[src/design/erov_pkg.sv]
// Shared constants, codes and types of the envelope ramp oscillator voice.
// Used by the serial divider and the top level.
package erov_pkg;

	localparam int SegDepth   = 8;
	localparam int PhaseBits  = 24;
	localparam int SineDepth  = 1024;
	localparam int SampleBits = 24;

	// serial divider geometry: |(end - start) * elapsed| over a duration
	localparam int DivNumW = 45;
	localparam int DivDenW = 20;

	localparam logic [15:0] AmpMax  = 16'hFFFF;
	localparam logic [23:0] FreqMax = 24'hFFFFFF;

	// quarter-wave odd polynomial, Q30
	localparam logic [31:0] CoefA1 = 32'd1686629713;
	localparam logic [31:0] CoefA3 = 32'd693598343;
	localparam logic [31:0] CoefA5 = 32'd85569637;
	localparam logic [31:0] CoefA7 = 32'd5026994;
	localparam logic [31:0] CoefA9 = 32'd172272;

	localparam logic [15:0] LfsrSeed = 16'hACE1;
	localparam logic [15:0] LfsrTaps = 16'hB400;

	localparam logic [1:0] OP_TICK  = 2'd0;
	localparam logic [1:0] OP_LOADA = 2'd1;
	localparam logic [1:0] OP_LOADF = 2'd2;
	localparam logic [1:0] OP_START = 2'd3;

	localparam logic [1:0] WAVE_SINE  = 2'd0;
	localparam logic [1:0] WAVE_SAW   = 2'd1;
	localparam logic [1:0] WAVE_NOISE = 2'd2;
	// silent: envelopes run, wave value is zero
	localparam logic [1:0] WAVE_MUTE  = 2'd3;

	typedef struct packed {
		logic               done;
		logic [DivNumW-1:0] quot;
	} div_rsp_t;

	// Horner coefficient taken at sine steps 2 to 5
	function automatic logic [31:0] sine_coef(input logic [2:0] step);
		logic [31:0] c;
		case (step)
			3'd2:    c = CoefA7;
			3'd3:    c = CoefA5;
			3'd4:    c = CoefA3;
			default: c = CoefA1;
		endcase
		return c;
	endfunction

endpackage

[src/design/erov_div.sv]
// Restoring unsigned divider, one quotient bit per cycle.
// Depends on erov_pkg.
module erov_div (
	input  logic                         clk,
	input  logic                         arst_n,
	input  logic                         start,
	input  logic [erov_pkg::DivNumW-1:0] num,
	input  logic [erov_pkg::DivDenW-1:0] den,
	output erov_pkg::div_rsp_t           rsp
);
	localparam int NW = erov_pkg::DivNumW;
	localparam int DW = erov_pkg::DivDenW;
	localparam int CW = $clog2(NW + 1);

	logic [NW-1:0] quot_q;
	logic [DW-1:0] den_q;
	logic [DW:0]   rem_q;
	logic [CW-1:0] cnt_q;
	logic          busy_q;
	logic          done_q;
	logic [DW:0]   shifted;
	logic          fits;

	assign shifted = {rem_q[DW-1:0], quot_q[NW-1]};
	assign fits    = shifted >= {1'b0, den_q};

	always_ff @(posedge clk or negedge arst_n) begin
		if (!arst_n) begin
			busy_q <= 1'b0;
			done_q <= 1'b0;
			cnt_q  <= '0;
		end else begin
			done_q <= 1'b0;
			if (start) begin
				busy_q <= 1'b1;
				cnt_q  <= CW'(NW);
			end else if (busy_q) begin
				cnt_q <= cnt_q - 1'b1;
				if (cnt_q == CW'(1)) begin
					busy_q <= 1'b0;
					done_q <= 1'b1;
				end
			end
		end
	end

	always_ff @(posedge clk) begin
		if (start) begin
			quot_q <= num;
			den_q  <= den;
			rem_q  <= '0;
		end else if (busy_q) begin
			rem_q  <= fits ? (shifted - {1'b0, den_q}) : shifted;
			quot_q <= {quot_q[NW-2:0], fits};
		end
	end

	assign rsp.done = done_q;
	assign rsp.quot = quot_q;
endmodule

[config.mk]
export PLATFORM = sky130hd
export DESIGN_NAME = erov_div
export DESIGN_NICKNAME = d
export VERILOG_FILES = /design/src/design/erov_pkg.sv /design/src/design/erov_div.sv
export SDC_FILE = /design/constraint.sdc
export NUM_CORES = 1
export LEC_CHECK = 0
export BUFFER_PORTS_ARGS = -buffer_cell sky130_fd_sc_hd__buf_2
export CAP_MARGIN = 40
export CORE_MARGIN = 1.5
export CORE_UTILIZATION = 60
export CTS_BUF_LIST = sky130_fd_sc_hd__clkbuf_2 sky130_fd_sc_hd__clkbuf_4 sky130_fd_sc_hd__clkbuf_8
export DETAILED_ROUTE_END_ITERATION = 16
export GPL_TIMING_DRIVEN = 0
export MAX_ROUTING_LAYER = met4
export PLACE_DENSITY = 0.95
export SLEW_MARGIN = 20
export SYNTH_ARGS = -nofsm -noshare
export SYNTH_HDL_FRONTEND = slang
export SYNTH_SLANG_ARGS = --single-unit
[constraint.sdc]
create_clock -name clk -period 7.5 [get_ports clk]
set_clock_uncertainty 0.1 [all_clocks]
set_input_delay 2.25 -clock clk [delete_from_list [all_inputs] [get_ports clk]]
set_output_delay 2.25 -clock clk [all_outputs]
set_load 0.02 [all_outputs]
# Word-level counts from Yosys, hierarchy flattened
# Cells that the tools add are included.
totals:
  regBits: 93
  word_cells: 22
op_classes:
  addsub: 2
  magnitude_cmp: 1
  n_eq_ne: 1
  mux: 11
  n_reduce_logical: 1
ops:
  columns: ["cell", "n"]
  rows:
  - ["45-bit 2-to-1 mux", 2]
  - ["21-bit by 20-bit greater-or-equal comparator with 1-bit output", 1]
  - ["20-bit 2-to-1 mux", 1]
  - ["20-bit subtractor", 1]
  - ["6-bit 2-to-1 mux", 2]
  - ["6-bit by 1-bit equality test with 1-bit output (second input constant)", 1]
  - ["1-bit 2-to-1 mux", 6]
  - ["6-bit by 1-bit subtractor with 6-bit output (second input constant)", 1]
  - ["2-bit nonzero test", 1]

# Longest topological paths before layout
# Gate-level depths: netlist of run 1.
depth:
  ltp_word: 4
  ltp_mapped: 12

# Worst setup path after synthesis of run 1
# Ideal clock, no wire load.
synth_path:
  path_type: "input port to flip-flop"
  startpoint: "input start"
  endpoint: "register quot_q[0], enable pin"
  setup_time_ns: 0.399
  arrival_ns: 3.394
  required_ns: 7.001
  setup_slack_ns: 3.607
  cell_stages: 3
  path_buffers: 1
  cell_sequence: "nor2_1 -> clkbuf_1 -> inv_1"
synth_via:
  elab_chain_len: 1
synth_rtl:
  columns: ["item", "line", "rtl"]
  rows:
  - ["start, declared", "erov_div.sv:6", "input logic start,"]
  - ["2-bit nonzero test (no source line)", null, null]
  - ["end signal, assigned", "erov_div.sv:49", "quot_q <= num;"]
  - ["end signal, assigned", "erov_div.sv:54", "quot_q <= {quot_q[NW-2:0], fits};"]
  - ["end, declared", "erov_div.sv:15", "logic [NW-1:0] quot_q;"]
# Every way passes these cells.
# A chain may end at the register's enable or synchronous reset.

# Final worst setup path of run 1
layout_path:
  startpoint: "input start"
  endpoint: "register quot_q[16], data pin"
layout_via:
  elab_chain_len: 1
layout_rtl:
  columns: ["item", "line", "rtl"]
  rows:
  - ["45-bit 2-to-1 mux", "erov_div.sv:48", "if (start) begin"]
# Every way passes these cells.

==> results of run 1 <==
layout by cell type (no fill, tap or decap), types with 3 or more instances in the layout:
cell and instances:
o41ai_1 3, nand2_1 24, dfxtp_1 20, o31ai_1 3
a21oi_1 12, a32oi_1 3, dfrtp_1 8, nand3_1 5
xor2_1 7, or3_1 3, edfxtp_1 65, nor3_1 8
o21ai_0 17, nand2b_1 7, nor3b_1 4, buf_2 114
ha_1 22, mux2i_1 6, mux2_2 45, nor2_1 27
nor2b_1 4, o31a_1 4, a31oi_1 7, o211ai_1 3
o21a_1 3, a21o_1 6, and2_1 3, xnor2_1 10
clkbuf_1 12, a211oi_1 8, clkbuf_8 9, inv_8 3
inv_1 27
cell type report:
type / instances / share of cell area (%)
plain buffers: 18 / 1.56
multi-input cells: 280 / 37.1
clock inverters: 7 / 1.52
flip-flops and latches: 93 / 43.7
repair buffers: 114 / 10.0
inverters: 28 / 1.80
clock buffers: 9 / 2.12
well taps: 102 / 2.18
layer usage:
layer / global-route usage, % / part of all wire, % / up-vias
met1: 34.5 / 40 / 1853
met3: 6.26 / 6.1 / 39
li1: - / - / 1817
met4: 13.1 / 3.1 / 0
met2: 47.8 / 51 / 188
met5: - / 0 / -
cells in the mapped netlist (7+ instances only):
cell | number | area, um2
o21ai_0 | 17 | 85.1
dfxtp_1 | 20 | 400
mux2_2 | 45 | 507
a31oi_1 | 7 | 43.8
xor2_1 | 7 | 61.3
ha_1 | 22 | 275
clkbuf_1 | 12 | 45.0
nand2b_1 | 7 | 43.8
dfrtp_1 | 8 | 200
inv_1 | 28 | 105
nor2_1 | 27 | 101
xnor2_1 | 10 | 87.6
nor3_1 | 8 | 40.0
edfxtp_1 | 65 | 1950
nand2_1 | 24 | 90.1
a21oi_1 | 12 | 60.1
a211oi_1 | 8 | 60.1
cells by family (layout without fill, tap and decap cells):
group           after synthesis  after routing  synth area share, %
flops                        93             93                 51.9
simple gates                 98             98                 10.1
mux                          51             51                 11.5
buf+inv                      46            176                 3.99
xor+xnor                     17             17                 3.03
compound gates               91             91                 13.4
fa+ha+maj                    23             23                 6.00
registers in the layout, summed over array words and instances, names as in the netlist:
signal / count
busy_q: 1
cnt_q: 6
den_q: 20
done_q: 1
quot_q: 45
rem_q: 20
critical path: stages:
cell,delay (ns)
buf_2,0.47
buf_1,0.43
clkbuf_1,0.48
mux2_2,0.41
power breakdown:
group / leakage (nW) / switching (mW) / internal (mW)
registers: 0.924 / 0.0396 / 0.612
logic: 1.42 / 0.243 / 0.175
clock network: 0.106 / 0.201 / 0.163
worst max path at each step:
stage,start,endpoint,slack (ns),depth (start not counted)
6_report,start,quot_q[16],3.49,4
5_1_grt,start,quot_q[16],3.32,4
4_1_cts,start,quot_q[16],3.46,4
3_3_place_gp,start,quot_q[3],2.62,4
3_5_place_dp,start,quot_q[16],3.03,4
2_1_floorplan,start,quot_q[0],3.61,3
stage by stage:
step / worst slack [ns] / area [um2] / utilization, %
2_1_floorplan: 3.61 / 4920 / -
3_3_place_gp: 2.62 / 5610 / 71.5
3_5_place_dp: 3.03 / 5630 / 71.8
4_1_cts: 3.46 / 5840 / 74.5
5_1_grt: 3.32 / 5840 / 74.5
6_report: 3.49 / 5840 / 74.5
==> key figures, run 1 <==
Clock network
  – Clock transition at path regs: ~0.10 ns
  – # Post-CTS Setup Buffers: 0
  – CTS tree: built
  – Hold buffers post-CTS: 0
  – Library cell used as clock root buffer: clkbuf_8
  – H-tree Lvls: 3
  – Clock latency reported for the late side of the worst-skew pair: ~0.38 ns
  – Number of instances resized during post-cts repair: 0
  – Clock Path Buffers: 2
  – Number of clock sinks: between 90 and 100
  – CTS buffer count: 9

Status
  – Run status: finished, final reports clean

Placement
  – Post-Place Cells: 635
  – Sum of net half-perimeters after detailed placement: about 9000 um
  – GP Congestion: approximately 0.9
  – Quantity of I/O buffers inserted on ports: around 110

Cells and area
  – Footprint of the multi-input gates: 2170 um2
  – Final cell count without fillers: between 600 and 700
  – Area occupied by registers: 2550 um2
  – Fraction of final layout cells sized beyond drive strength 1: 34.6%
  – Layout-stage area growth over the synthesis result: 18.8%
  – Net total in the final layout: between 600 and 700
  – Inserted Diodes: 0
  – Fillcell total: 542

Timing
  – Achievable Freq: between 200 and 250 MHz
  – Fraction of the cycle the final worst path needs: approximately 53%
  – Final min period: 4.01 ns
  – Final setup violation count: 0
  – Setup repair after global routing missed its margin: no
  – Max-slew violation count: 0
  – Total negative setup slack: 0 ns
  – Normalized max-slew margin: between 40% and 50%
  – Number of failing hold endpoints at the final stage: 0
  – WHS: between 0.4 and 0.5 ns
  – Worst Max-Slew Pin Slew: 0.837 ns

Logic synthesis
  – Number of warning messages in the yosys log: 0
  – Total of flip-flops plus latches after synthesis: slightly above 90
  – Synth async-reset ratio: 8.60%
  – Syn Std Cell Area: between 4000 and 5000 um2
  – Number of enable flip-flop cells after synthesis: 65
  – Average size of a mapped cell: between 10 and 15 um2
  – Primary flip-flop cell chosen by synthesis mapping: edfxtp_1
  – Synth cell types: 65
  – Sequential cell area fraction in the yosys report: between 50 and 60%
  – Post-synthesis net count: between 500 and 600
  – Number of cells produced by synthesis: 419

Critical path
  – Crit path arrival time: slightly above 4 ns
  – Setup slack of the most critical reg-to-reg path: between 4 and 5 ns
  – Crit path required time: 7.54 ns
  – Worst R2R Path Depth: 9
  – Start of the worst register-to-register path: den_q[1]
  – Type of element capturing the critical path: flop
  – CP Max Fanout: 25
  – Endpoint of the worst register-to-register path: rem_q[19]
  – CP Launch Type: input port
  – Type of the worst setup path: in -> reg

Pwr
  – Worst IR Drop VDD: 154 uV
  – PwrDens: approximately 250 nW/um2
  – Overall power of the completed layout: approximately 1.4 mW
  – Cell leakage power: between 2 and 2.5 nW

Drt
  – Mean routed wirelength per cell: 18.3 um
  – DRT iter0 DRCs: roughly 220
  – Remaining DRCs: 0
  – Router iterations before antenna repair: 5
  – Post-detailed-routing wire length: between 10000 and 15000 um
  – Detailed-route via count: just under 4000
  – Avg Vias per Cell: 5.99
  – Number of antenna-violating nets in the routed design: 0

Global route
  – Wire length of the first global-routing pass: 18900 um
  – Global route overflow: 0
  – Pin count of the biggest net entering global routing: 39
  – Initial antenna violation count: 0
  – Overall routing resource usage: between 20% and 30%
  – Number of global-route vias before repair: roughly 4000

Floorplanning
  – Top Ports: around 110
  – Effective utilization at floorplan: between 60% and 70%
  – Placement row count: 32
  – Total Die Area: 8750 um2
  – Placeable core region: 7850 um2
  – Die width: roughly 94 um
  – Chip Height: ~94 um

Worst hold path
  – Hold WC Path Type: reg -> reg
  – End of the worst hold path: rem_q[16]
  – Min-Delay Path Depth: 2
  – Startpoint of the tightest hold check path: rem_q[16]

Job
  – Number of maximum-capacitance violations: 0
(Power assumes the default switching activity.)
==> inputs of run 2 (changes only) <==
CORE_UTILIZATION = 51   (was 60)
PLACE_DENSITY = 0.9   (was 0.95)
clock period = 3.25 ns   (was 7.5 ns; I/O delays follow)
==> key figures, run 2 (synthesized netlist as in run 1, its figures left out) <==
Critical path
  – Endpoint of the worst register-to-register path: rem_q[19]
  – CP Launch Type: flop
  – Maximum single-stage delay on the critical path: ~0.67 ns
  – Setup slack of the most critical reg-to-reg path: around 0.24 ns
  – Worst R2R Path Depth: 9
  – Crit path arrival time: between 3 and 4 ns
  – Worst-path cell with the longest stage delay: o41ai_1
  – CP Max Fanout: 4
  – Type of the worst setup path: reg -> reg
  – Cells traversed along the worst timing path: inv_1 -> ha_1 -> nor2b_1 -> o31a_1 -> o41ai_1 -> o221ai_1 -> a31oi_1 -> xor2_1 -> o21ai_0
  – Type of element capturing the critical path: flop
  – Crit path required time: approximately 3.4 ns
  – Start of the worst register-to-register path: den_q[1]
  – Cell class contributing the biggest share of worst-path delay: compound AO/OA/AOI/OAI gates
  – Sum of buffers and inverters on the critical path: 1

Timing
  – Post-layout worst setup margin: 0.238 ns
  – Total negative setup slack: 0 ns
  – Final min period: 3.01 ns
  – WHS: around 0.31 ns
  – Normalized max-slew margin: between 40 and 50%
  – Final setup violation count: 0
  – Fraction of the cycle the final worst path needs: between 90 and 100%
  – Worst Max-Slew Pin Slew: roughly 0.81 ns
  – Max-slew violation count: 0
  – Setup repair after global routing missed its margin: no
  – Achievable Freq: about 330 MHz
  – Number of failing hold endpoints at the final stage: 0

Clock network
  – Clock latency reported for the late side of the worst-skew pair: slightly below 0.4 ns
  – H-tree Lvls: 3
  – Clock transition at path regs: around 0.10 ns
  – Clock Path Buffers: 2
  – # Post-CTS Setup Buffers: 0
  – CTS tree: built
  – Hold buffers post-CTS: 0
  – Library cell used as clock root buffer: clkbuf_8
  – Number of instances resized during post-cts repair: 0
  – Number of clock sinks: 93
  – CTS buffer count: 9

Worst hold path
  – Hold WC Path Type: in -> async

Placement
  – Quantity of I/O buffers inserted on ports: about 110
  – Sum of net half-perimeters after detailed placement: between 8000 and 9000 um
  – Minimum setup slack after placement: 0.0413 ns
  – GP Congestion: between 0.8 and 0.9
  – Standard cell area after detailed placement: between 5000 and 6000 um2

Global route
  – Pin count of the biggest net entering global routing: 28
  – Wire length of the first global-routing pass: approximately 18000 um
  – Number of global-route vias before repair: slightly below 4000
  – Initial antenna violation count: 0
  – Global route overflow: 0
  – Overall routing resource usage: between 20% and 30%

Cells and area
  – Net total in the final layout: roughly 640
  – Most common cell after layout, fill and taps aside: buf_2
  – Core Util, Final: about 63%
  – Fillcell total: 760
  – Highest-count cells in the layout ignoring fill and taps: buf_2, edfxtp_1, mux2_2
  – Top Registers: quot_q (45), den_q (20), rem_q (20)
  – Layout-stage area growth over the synthesis result: 19.2%
  – Inserted Diodes: 0
  – Post-route design area: between 5000 and 6000 um2
  – Max reg flops: 45
  – Fraction of final layout cells sized beyond drive strength 1: about 35%
  – Area occupied by registers: about 2600 um2
  – Top reg by flops: quot_q
  – Footprint of the multi-input gates: between 2000 and 2500 um2

Drt
  – DRT iter0 DRCs: ~220
  – Post-detailed-routing wire length: 11500 um
  – Remaining DRCs: 0
  – Detailed-route via count: between 3000 and 4000
  – Mean routed wirelength per cell: around 17 um
  – Number of antenna-violating nets in the routed design: 0
  – Router iterations before antenna repair: 6
  – Avg Vias per Cell: about 5.6

Status
  – Run status: finished, final reports clean

Pwr
  – Worst IR Drop VDD: about 370 uV
  – Cell leakage power: around 2.4 nW
  – PwrDens: about 550 nW/um2

Floorplanning
  – Die width: between 100 and 150 um
  – Effective utilization at floorplan: 53.0%
  – Placeable core region: ~9300 um2
  – Top Ports: around 110
  – Placement row count: 35
  – Total Die Area: 10200 um2
  – Chip Height: 101 um

Job
  – Number of maximum-capacitance violations: 0
run 2: changes by cell type in the layout (fill, tap and decap cells not counted):
cell,delta
bufinv_16,-1
clkinv_2,+1
buf_16,+1
buf_12,-1
inv_8,-1
clkinv_4,-1
inv_6,+1
clkbuf_8,+1
run 2: layer usage:
layer / vias to the layer above / part of all wire [%] / track usage [%]
li1: 1826 / - / -
met1: 1804 / 42 / 29.1
met2: 146 / 49 / 38.6
met3: 25 / 6.3 / 5.80
met4: 0 / 2.3 / 10.3
met5: - / 0 / -
run 2: cell type report:
cell class	instances	area share, %
multi-input cells	280	37.0
flip-flops and latches	93	43.5
repair buffers	114	10.1
well taps	129	2.75
clock buffers	10	2.35
clock inverters	6	0.896
plain buffers	18	1.56
inverters	28	1.79
run 2: how the worst max path moves through the flow:
stage / start / end / slack [ns] / depth (start not counted)
after floorplan: den_q[11] / rem_q[4] / 0.62 / 11
final: den_q[1] / rem_q[19] / 0.24 / 9
after global placement: start / quot_q[5] / -0.37 / 4
after detailed placement: start / quot_q[22] / 0.04 / 4
after global routing: den_q[14] / rem_q[8] / 0.05 / 10
after CTS: den_q[1] / rem_q[19] / 0.29 / 9
run 2: where the power goes:
group / total [mW] / switching (mW) / internal (mW)
clock network: 0.764 / 0.450 / 0.314
registers: 1.50 / 0.0920 / 1.41
logic: 0.951 / 0.548 / 0.403
run 2: worst reg2reg max path, stage by stage (launching register included):
cell and delay (ns):
edfxtp_1 0.41, inv_1 0.06, ha_1 0.30, nor2b_1 0.16
o31a_1 0.27, o41ai_1 0.67, o221ai_1 0.33, a31oi_1 0.34
xor2_1 0.17, o21ai_0 0.09
run 2: through the flow:
stage                     std cells  total power, mW
after CTS                       678             3.22
after global routing            678             3.38
after detailed placement        662             2.46
final                           678             3.22
after global placement          661             2.42
after floorplan                 419             2.19
